<file path="src/design/lscs_pkg.sv">
// Shared constants for the line-scan camera sequencer.
// No dependencies; every other design file refers to this package by scoped names.
package lscs_pkg;

  localparam int SAMPLE_W  = 16;
  localparam int INDEX_W   = 7;
  localparam int COUNT_W   = 16;

  localparam int PIXELS_DEFAULT = 128;

  localparam logic [COUNT_W-1:0] INTEGRATION_RESET = COUNT_W'(768);

  // Item kinds on the input channel.
  localparam logic KIND_TICK = 1'b0;
  localparam logic KIND_READ = 1'b1;

endpackage

</file>
<file path="src/design/lscs_channels.sv">
// Handshake channel interfaces for the line-scan camera sequencer.
// Depends on lscs_pkg for the payload widths.
interface lscs_in_if;
  logic                           valid;
  logic                           ready;
  logic                           kind;
  logic [lscs_pkg::SAMPLE_W-1:0]  adc_sample;
  logic [lscs_pkg::INDEX_W-1:0]   read_index;

  modport source (output valid, kind, adc_sample, read_index, input ready);
  modport sink   (input valid, kind, adc_sample, read_index, output ready);
endinterface

interface lscs_out_if;
  logic                           valid;
  logic                           ready;
  logic                           cam_clock;
  logic                           cam_start;
  logic                           capturing;
  logic                           line_done;
  logic [lscs_pkg::SAMPLE_W-1:0]  read_data;

  modport source (output valid, cam_clock, cam_start, capturing, line_done, read_data,
                  input ready);
  modport sink   (input valid, cam_clock, cam_start, capturing, line_done, read_data,
                  output ready);
endinterface

</file>
<file path="src/design/lscs_line_store.sv">
// Pixel line store: one write port, one read port with registered read data.
// Depends on lscs_pkg for the sample width.
module lscs_line_store #(
  parameter int PIXELS = lscs_pkg::PIXELS_DEFAULT
) (
  input  logic                               clk,
  input  logic                               wr_en,
  input  logic [$clog2(PIXELS)-1:0]          wr_addr,
  input  logic [lscs_pkg::SAMPLE_W-1:0]      wr_data,
  input  logic                               rd_en,
  input  logic [$clog2(PIXELS)-1:0]          rd_addr,
  output logic [lscs_pkg::SAMPLE_W-1:0]      rd_data
);

  logic [lscs_pkg::SAMPLE_W-1:0] mem [PIXELS];
  logic [lscs_pkg::SAMPLE_W-1:0] rd_data_r;

  always_ff @(posedge clk) begin
    if (wr_en) begin
      mem[wr_addr] <= wr_data;
    end
  end

  always_ff @(posedge clk) begin
    if (rd_en) begin
      rd_data_r <= mem[rd_addr];
    end
  end

  assign rd_data = rd_data_r;

endmodule

</file>
<file path="src/design/line_scan_camera_sequencer.sv">
// Top level of the line-scan camera sequencer: capture control and result register.
// Depends on lscs_pkg, lscs_channels (lscs_in_if, lscs_out_if) and lscs_line_store.
//
//   Channel  | Direction | Handshake          | Carries
//   ---------+-----------+--------------------+----------------------------------------
//   in_item  | in        | valid / ready      | kind, adc_sample, read_index
//   out_item | out       | valid / ready      | cam_clock, cam_start, capturing,
//            |           |                    | line_done, read_data
//   cfg_*    | in        | cfg_we, no wait    | integration_ticks (16 bit)
//
// Each item is handled at the edge that accepts it: the capture state and the result
// register update there, and the result is valid from the next cycle on. One item
// per cycle is sustained while the result side takes items; the single result register
// sets that figure. If the result is not taken, in_item.ready drops until it is.
// Reset (rst_n low, synchronous) sets the countdown and integration period to 768 and
// idles the sensor lines; the line store is not cleared and needs no clearing pass.
module line_scan_camera_sequencer #(
  parameter int PIXELS = lscs_pkg::PIXELS_DEFAULT
) (
  input  logic                          clk,
  input  logic                          rst_n,
  lscs_in_if.sink                       in_item,
  lscs_out_if.source                    out_item,
  input  logic                          cfg_we,
  input  logic [lscs_pkg::COUNT_W-1:0]  cfg_data
);

  // Address width of the line store and width of the signed phase counter, which runs
  // from -2 up to 2*PIXELS.
  localparam int AW = $clog2(PIXELS);
  localparam int PW = $clog2(2 * PIXELS + 1) + 1;

  localparam logic signed [PW-1:0] PH_START   = -PW'(2);
  localparam logic signed [PW-1:0] PH_PULSE   = -PW'(1);
  localparam logic signed [PW-1:0] PH_FIRST   = PW'(1);
  localparam logic signed [PW-1:0] PH_CLOCKED = PW'(2);
  localparam logic signed [PW-1:0] PH_END     = PW'(2 * PIXELS);

  // Capture and countdown state.
  logic [lscs_pkg::COUNT_W-1:0] integ_r;
  logic [lscs_pkg::COUNT_W-1:0] count_r, count_nxt;
  logic                         active_r, active_nxt;
  logic signed [PW-1:0]         phase_r, phase_nxt;
  logic                         clock_r, clock_nxt;
  logic                         start_r, start_nxt;
  logic                         done_c;

  // Line store ports.
  logic                           wr_en;
  logic [AW-1:0]                  wr_addr;
  logic                           rd_en;
  logic                           idx_in_range;
  logic [lscs_pkg::SAMPLE_W-1:0]  rd_data;

  // Result register.
  logic out_valid_r;
  logic out_clock_r;
  logic out_start_r;
  logic out_capt_r;
  logic out_done_r;
  logic out_rd_sel_r;

  logic accept;
  logic tick;
  logic clock_toggled;

  // The result register frees as soon as its item is taken, so a new item can enter
  // in the same cycle.
  assign in_item.ready = !out_valid_r || out_item.ready;
  assign accept        = in_item.valid && in_item.ready;
  assign tick          = accept && (in_item.kind == lscs_pkg::KIND_TICK);

  assign idx_in_range  = 32'(in_item.read_index) < 32'(PIXELS);
  assign rd_en         = accept && (in_item.kind == lscs_pkg::KIND_READ) && idx_in_range;
  assign clock_toggled = !clock_r;

  // One tick: a running capture advances first, then the integration countdown is
  // handled. An expiry arms a capture; if one is already running this changes nothing,
  // and if one ends on this tick the next one is armed right away.
  always_comb begin
    count_nxt  = count_r;
    active_nxt = active_r;
    phase_nxt  = phase_r;
    clock_nxt  = clock_r;
    start_nxt  = start_r;
    done_c     = 1'b0;
    wr_en      = 1'b0;
    wr_addr    = '0;

    if (tick) begin
      if (active_r) begin
        if (phase_r >= PH_CLOCKED && phase_r < PH_END) begin
          // Pixels are sampled on the falling sensor clock.
          clock_nxt = clock_toggled;
          phase_nxt = phase_r + PW'(1);
          if (!clock_toggled) begin
            wr_en   = 1'b1;
            wr_addr = phase_r[AW:1];
          end
        end else if (phase_r < PH_CLOCKED) begin
          // Lead-in: start pulse rises at phase -1 and falls at phase 1, where the
          // first pixel is taken.
          clock_nxt = clock_toggled;
          phase_nxt = phase_r + PW'(1);
          if (phase_r == PH_PULSE) begin
            start_nxt = 1'b1;
          end else if (phase_r == PH_FIRST) begin
            start_nxt = 1'b0;
            wr_en     = 1'b1;
            wr_addr   = '0;
          end
        end else begin
          // End of line: park the clock low and rewind the phase.
          clock_nxt  = 1'b0;
          phase_nxt  = PH_START;
          active_nxt = 1'b0;
          done_c     = 1'b1;
        end
      end

      if (count_r <= lscs_pkg::COUNT_W'(1)) begin
        count_nxt  = integ_r;
        active_nxt = 1'b1;
      end else begin
        count_nxt = count_r - lscs_pkg::COUNT_W'(1);
      end
    end
  end

  always_ff @(posedge clk) begin
    if (!rst_n) begin
      integ_r  <= lscs_pkg::INTEGRATION_RESET;
      count_r  <= lscs_pkg::INTEGRATION_RESET;
      active_r <= 1'b0;
      phase_r  <= PH_START;
      clock_r  <= 1'b0;
      start_r  <= 1'b0;
    end else begin
      if (cfg_we) begin
        integ_r <= cfg_data;
      end
      count_r  <= count_nxt;
      active_r <= active_nxt;
      phase_r  <= phase_nxt;
      clock_r  <= clock_nxt;
      start_r  <= start_nxt;
    end
  end

  // Result register: the valid flag is control, the rest is payload loaded on accept.
  always_ff @(posedge clk) begin
    if (!rst_n) begin
      out_valid_r <= 1'b0;
    end else if (accept) begin
      out_valid_r <= 1'b1;
    end else if (out_item.ready) begin
      out_valid_r <= 1'b0;
    end
  end

  always_ff @(posedge clk) begin
    if (accept) begin
      out_clock_r  <= clock_nxt;
      out_start_r  <= start_nxt;
      out_capt_r   <= active_nxt;
      out_done_r   <= done_c;
      out_rd_sel_r <= rd_en;
    end
  end

  lscs_line_store #(
    .PIXELS (PIXELS)
  ) u_line_store (
    .clk     (clk),
    .wr_en   (wr_en),
    .wr_addr (wr_addr),
    .wr_data (in_item.adc_sample),
    .rd_en   (rd_en),
    .rd_addr (AW'(in_item.read_index)),
    .rd_data (rd_data)
  );

  assign out_item.valid     = out_valid_r;
  assign out_item.cam_clock = out_clock_r;
  assign out_item.cam_start = out_start_r;
  assign out_item.capturing = out_capt_r;
  assign out_item.line_done = out_done_r;
  assign out_item.read_data = out_rd_sel_r ? rd_data : '0;

  // The start pulse is only ever high between its rise at phase -1 and its fall at
  // phase 1, so the phase has then reached 0 or 1.
  a_start_window: assert property (@(posedge clk) disable iff (!rst_n)
    start_r |-> (phase_r == PW'(0) || phase_r == PH_FIRST))
    else $error("start pulse high outside its phase window");

  // With no capture running the sequencer sits at its starting phase, clock low.
  a_idle_parked: assert property (@(posedge clk) disable iff (!rst_n)
    !active_r |-> (phase_r == PH_START && !clock_r && !start_r))
    else $error("idle sequencer not parked");

  // A countdown expiry on a tick always leaves a capture armed or running.
  a_expiry_arms: assert property (@(posedge clk) disable iff (!rst_n)
    (tick && count_r <= lscs_pkg::COUNT_W'(1)) |=> active_r)
    else $error("countdown expiry did not arm a capture");

  // Line done is reported only by an accepted tick that ends a running capture.
  a_done_source: assert property (@(posedge clk) disable iff (!rst_n)
    done_c |-> (tick && active_r && phase_r == PH_END))
    else $error("line done without a completed capture");

endmodule

</file>
<file path="src/flat_wrapper.sv">
// flat-port wrapper written by rule: the top's interface ports become plain ports
module line_scan_camera_sequencer_flat 
#(
  parameter int PIXELS = lscs_pkg::PIXELS_DEFAULT
)
  (clk, rst_n, cfg_we, cfg_data, in_item_valid, in_item_kind, in_item_adc_sample, in_item_read_index, in_item_ready, out_item_valid, out_item_cam_clock, out_item_cam_start, out_item_capturing, out_item_line_done, out_item_read_data, out_item_ready);
  lscs_in_if in_item_i ();
  lscs_out_if out_item_i ();
  input  logic clk;
  input  logic rst_n;
  input  logic cfg_we;
  input  logic [lscs_pkg::COUNT_W-1:0] cfg_data;
  input wire logic [$bits(in_item_i.valid)-1:0] in_item_valid;
  input wire logic [$bits(in_item_i.kind)-1:0] in_item_kind;
  input wire logic [$bits(in_item_i.adc_sample)-1:0] in_item_adc_sample;
  input wire logic [$bits(in_item_i.read_index)-1:0] in_item_read_index;
  output wire logic [$bits(in_item_i.ready)-1:0] in_item_ready;
  output wire logic [$bits(out_item_i.valid)-1:0] out_item_valid;
  output wire logic [$bits(out_item_i.cam_clock)-1:0] out_item_cam_clock;
  output wire logic [$bits(out_item_i.cam_start)-1:0] out_item_cam_start;
  output wire logic [$bits(out_item_i.capturing)-1:0] out_item_capturing;
  output wire logic [$bits(out_item_i.line_done)-1:0] out_item_line_done;
  output wire logic [$bits(out_item_i.read_data)-1:0] out_item_read_data;
  input wire logic [$bits(out_item_i.ready)-1:0] out_item_ready;
  assign in_item_i.valid = in_item_valid;
  assign in_item_i.kind = in_item_kind;
  assign in_item_i.adc_sample = in_item_adc_sample;
  assign in_item_i.read_index = in_item_read_index;
  assign in_item_ready = in_item_i.ready;
  assign out_item_valid = out_item_i.valid;
  assign out_item_cam_clock = out_item_i.cam_clock;
  assign out_item_cam_start = out_item_i.cam_start;
  assign out_item_capturing = out_item_i.capturing;
  assign out_item_line_done = out_item_i.line_done;
  assign out_item_read_data = out_item_i.read_data;
  assign out_item_i.ready = out_item_ready;
  line_scan_camera_sequencer #(.PIXELS(PIXELS)) u_core (.clk(clk), .rst_n(rst_n), .in_item(in_item_i), .out_item(out_item_i), .cfg_we(cfg_we), .cfg_data(cfg_data));
endmodule
</file>
<file path="config.mk">
export PLATFORM = sky130hd
export DESIGN_NAME = line_scan_camera_sequencer_flat
export DESIGN_NICKNAME = d
export VERILOG_FILES = /design/src/design/lscs_pkg.sv /design/src/design/lscs_channels.sv /design/src/design/lscs_line_store.sv /design/src/design/line_scan_camera_sequencer.sv /design/src/flat_wrapper.sv
export SDC_FILE = /design/constraint.sdc
export NUM_CORES = 2
export LEC_CHECK = 0
export ABC_CLOCK_PERIOD_IN_PS = 5700
export CAP_MARGIN = 20
export CORE_ASPECT_RATIO = 1.4
export CORE_MARGIN = 2
export CORE_UTILIZATION = 50
export DETAILED_ROUTE_END_ITERATION = 6
export DONT_BUFFER_PORTS = 1
export PLACE_DENSITY_LB_ADDON = 0.25
export SETUP_SLACK_MARGIN = 0.2
export SYNTH_ARGS = -nofsm -noshare
export SYNTH_HDL_FRONTEND = slang
export SYNTH_SLANG_ARGS = --single-unit
</file>
<file path="constraint.sdc">
create_clock -name clk -period 5.7 [get_ports clk]
set_clock_uncertainty 0.05 [all_clocks]
set_input_delay 0.285 -clock clk [delete_from_list [all_inputs] [get_ports clk]]
set_output_delay 0.285 -clock clk [all_outputs]
set_load 0.01 [all_outputs]
</file>
==> results.txt <==
The run finished with clean final reports. The number of rows in the core area is 174. The sequential share of power came out at 0.549. The measured slew at the worst slew-check pin is 1.39 ns. In this run the static leakage power is 28.2 nW. The number of buffers on the longest clock path came out at 3. The arrival time reported for the critical path endpoint is 4.34 ns. The net switching power is 6.28 mW. The clock tree from TritonCTS is yes. Setup repair after global routing left no endpoint under its margin. The ratio of routed vias to standard cells is 6.32. The area added between synthesis and finish came out at 12.7%. The number of H-tree levels is 4.

The sink count of the clock tree came out at 2115. Prior to clock tree synthesis, the placed netlist has a worst setup slack of 1.88 ns. The number of endpoints with negative hold slack in the final report is 0.

The count of antenna-violating nets left after detailed routing is 0. The final-stage net count came out at 3654. The worst supply voltage drop on vdd is 0.296 mV. The tree is rooted in a sky130_fd_sc_hd__clkbuf_16. The required time reported for the critical path endpoint came out at 6.22 ns.

Internal power comes to 24.9 mW. The top fanout value on the critical path came out at 512. After global routing the overflow that remains totals 0. The worst setup path is launched from an input pin.

Power spread over the standard cell area amounts to 340 nW/um^2. The combinational power share is 0.043. Static timing analysis puts the maximum clock frequency at 261 MHz. The later-pin clock latency in the skew report is 0.82 ns. Across the run, the number of max-cap violations was 0. The clock slew seen by the registers of the worst setup and hold paths came out at 0.07 ns. The post-synth net total is 3417. The count of input and output buffers came out at 0. The worst setup slack for register-to-register paths came out at 2.05 ns. In this run the tightest slew margin relative to its limit is 0.0757.

The cell with the largest stage delay on the worst path is sky130_fd_sc_hd__mux4_2. The die extent in x is 344 um. Adding up every negative setup slack in the final design gives 0 ns. The number of buffers created by CTS came out at 187. The setup-violating endpoint count in the final report is 0. The layout cell share with drive strength beyond 1 came out at 0.305.

For this block, the initial DRC count from the detailed router was 4648. The wire length of the first global-routing pass came out at 280 mm. The last weighted congestion value of the routability-driven placer came out at 0.855. The cell count after synthesis came out at 3368.

The largest single stage delay on the critical path is 1.02 ns. The share of the cycle needed by the critical path after routing came out at 0.671. The flip-flop and latch count after synthesis came out at 2115. Yosys printed 0 warnings. The average wire length per cell after detail routing came out at 33.1 um. The number of antenna violations at the first check in global routing was 7.

After synthesis, the share of flip-flops with an asynchronous set or reset is 0. The clock share of power is 0.407. The most used flip-flop cell after synthesis is sky130_fd_sc_hd__edfxtp_1. The most frequent cell on the critical path is sky130_fd_sc_hd__mux4_2.

The unique cell type count in the Yosys netlist is 43. The total power draw came out at 31.1 mW. The number of gates resized after cts is 0. The count of hold buffers inserted by post-cts repair is 76. The routed via count is 37200. The pre-antenna-repair detailed-routing pass consisted of 5 iterations. The kind of path behind the tightest hold check is input pin to flip-flop.

The summed instance area of the synthesized netlist came out at 81100 um^2. The number of top-level design ports came out at 67. The per-instance average area after synthesis came out at 24.1 um^2. The largest net degree at the start of global routing came out at 513. The number of pins exceeding their max-slew limit in the final report came out at 0.

The worst setup path is of the input pin to flip-flop kind. Walking the worst path, the cells encountered are mux4_2 > mux4_2 > mux4_2 > dlygate4sd3_1 > mux2_2 > dlygate4sd3_1. The starting utilization of the core area came out at 0.504. The core area is 161000 um^2. The count of flip-flops with a built-in enable after synthesis came out at 2069. The number of fill cells in the layout came out at 11300. The height of the chip came out at 481 um.

Setup slack closes at 1.87 ns. Of the total power, the share spent switching nets is 0.202. The library cell used most frequently in the layout, excluding fill and tap cells, is sky130_fd_sc_hd__edfxtp_1. The worst setup path is captured at a flip-flop.

The wire length reported by the detailed router is 195 mm. The number of remaining DRC errors came out at 0. The count of buffers added by post-CTS timing repair for setup is 0. The final critical delay including setup and external delays is 3.83 ns. The die outline area came out at 166000 um^2.

The share of the yosys chip area belonging to registers is 0.777. In the layout the commonest cells are sky130_fd_sc_hd__edfxtp_1 (2069), sky130_fd_sc_hd__mux4_2 (672), sky130_fd_sc_hd__clkbuf_16 (192). The all-layer global routing usage came out at 0.240.

The post-DP HPWL came out at 110 mm. The via count of the first global-routing pass came out at 37900.
## power by group through the flow
stage	Clock [mW]	Sequential, mW	Combinational, mW
2_1_floorplan	0	17.4	0.830
3_3_place_gp	0	17.4	0.960
3_5_place_dp	0	17.4	0.965
4_1_cts	12.9	17.1	1.35
5_1_grt	13.4	17.1	1.38
6_report	12.7	17.1	1.35
## flip-flops by register name, summed over array words and instances (netlist names)
signal and cells:
u_core.active_r 1, u_core.clock_r 1, u_core.count_r 16, u_core.integ_r 16, u_core.out_item.cam_clock 1, u_core.out_item.cam_start 1, u_core.out_item.capturing 1, u_core.out_item.line_done 1
u_core.out_item.valid 1, u_core.out_rd_sel_r 1, u_core.phase_r 10, u_core.start_r 1, u_core.u_line_store.mem 2048, u_core.u_line_store.rd_data 16
## through the flow
| step | hold slack [ns] | utilization | instances | instance area (um^2) |
|---|---|---|---|---|
| floorplan | 0.334 | - | 3368 | 81100 |
| global placement | 0.300 | 0.523 | 5448 | 84200 |
| detailed placement | 0.304 | 0.523 | 5450 | 84200 |
| CTS | 0.0000974 | 0.568 | 5876 | 91400 |
| global route | 0.0344 | 0.568 | 5879 | 91400 |
| finish | 0.0612 | 0.568 | 5887 | 91400 |
## cells by family (layout without fill, tap and decap cells)
kind of cell	count (synthesis)	count (layout)	synth area share
buffers and inverters	185	583	0.00947
multiplexers	706	706	0.191
AO/OA/AOI/OAI	50	50	0.00372
flip-flops	2115	2115	0.777
XOR/XNOR	9	9	0.000972
adder cells (fa/ha/maj)	4	4	0.000617
AND/OR/NAND/NOR	299	299	0.0169
other	0	9	0
## Yosys cell counts, types with 5 or more instances
library cell,number,area share
sky130_fd_sc_hd__edfxtp_1,2069,0.77
sky130_fd_sc_hd__mux4_2,672,0.19
sky130_fd_sc_hd__nor2_1,159,0.0074
sky130_fd_sc_hd__clkbuf_1,100,0.0046
sky130_fd_sc_hd__buf_2,53,0.0033
sky130_fd_sc_hd__dfxtp_1,46,0.011
sky130_fd_sc_hd__nand2_1,38,0.0018
sky130_fd_sc_hd__buf_1,25,0.0012
sky130_fd_sc_hd__and2_1,19,0.0015
sky130_fd_sc_hd__mux2_2,17,0.0024
sky130_fd_sc_hd__mux2i_1,17,0.0021
sky130_fd_sc_hd__a21oi_1,16,0.00099
sky130_fd_sc_hd__nand3_1,16,0.00099
sky130_fd_sc_hd__o21ai_0,16,0.00099
sky130_fd_sc_hd__nand4_1,12,0.00093
sky130_fd_sc_hd__and3_1,9,0.00069
sky130_fd_sc_hd__or4_1,9,0.00083
sky130_fd_sc_hd__nor4_1,8,0.00062
sky130_fd_sc_hd__nor3_1,6,0.00037
sky130_fd_sc_hd__or3_1,6,0.00046
sky130_fd_sc_hd__inv_1,5,0.00023
sky130_fd_sc_hd__nand2b_1,5,0.00039
sky130_fd_sc_hd__xnor2_1,5,0.00054
## metal layers
layer,part of all wire,GRT usage
met1,0.38,0.328
met2,0.50,0.391
met3,0.074,0.0337
met4,0.047,0.102
met5,0.00010,0
## critical path: cells and delay by family
| family | cells | cell delay [ns] |
|---|---|---|
| buf+inv | 2 | 1.12 |
| mux | 4 | 2.30 |
## cell type report
class	count	area (um^2)	area share
Clock inverter	120	1150	0.0126
Sequential cell	2115	63100	0.689
Clock buffer	230	4990	0.0546
Multi-Input combinational cell	1068	17300	0.190
Antenna cell	9	22.5	0.000246
Inverter	6	22.5	0.000246
Tap cell	2112	2640	0.0289
Timing Repair Buffer	227	2220	0.0243
## final timing paths
check / from / endpoint / cells after the start
max: in_item_read_index[0] / u_core.u_line_store.rd_data[8]$_DFFE_PP_ / 6
min: in_item_read_index[3] / u_core.u_line_store.rd_data[12]$_DFFE_PP_ / 2
min reg2reg: u_core.integ_r[14]$_SDFFE_PN0P_ / u_core.count_r[14]$_SDFFE_PN0P_ / 2
max reg2reg: u_core.u_line_store.mem[69][8]$_DFFE_PP_ / u_core.u_line_store.rd_data[8]$_DFFE_PP_ / 6
(Power assumes the default switching activity.)
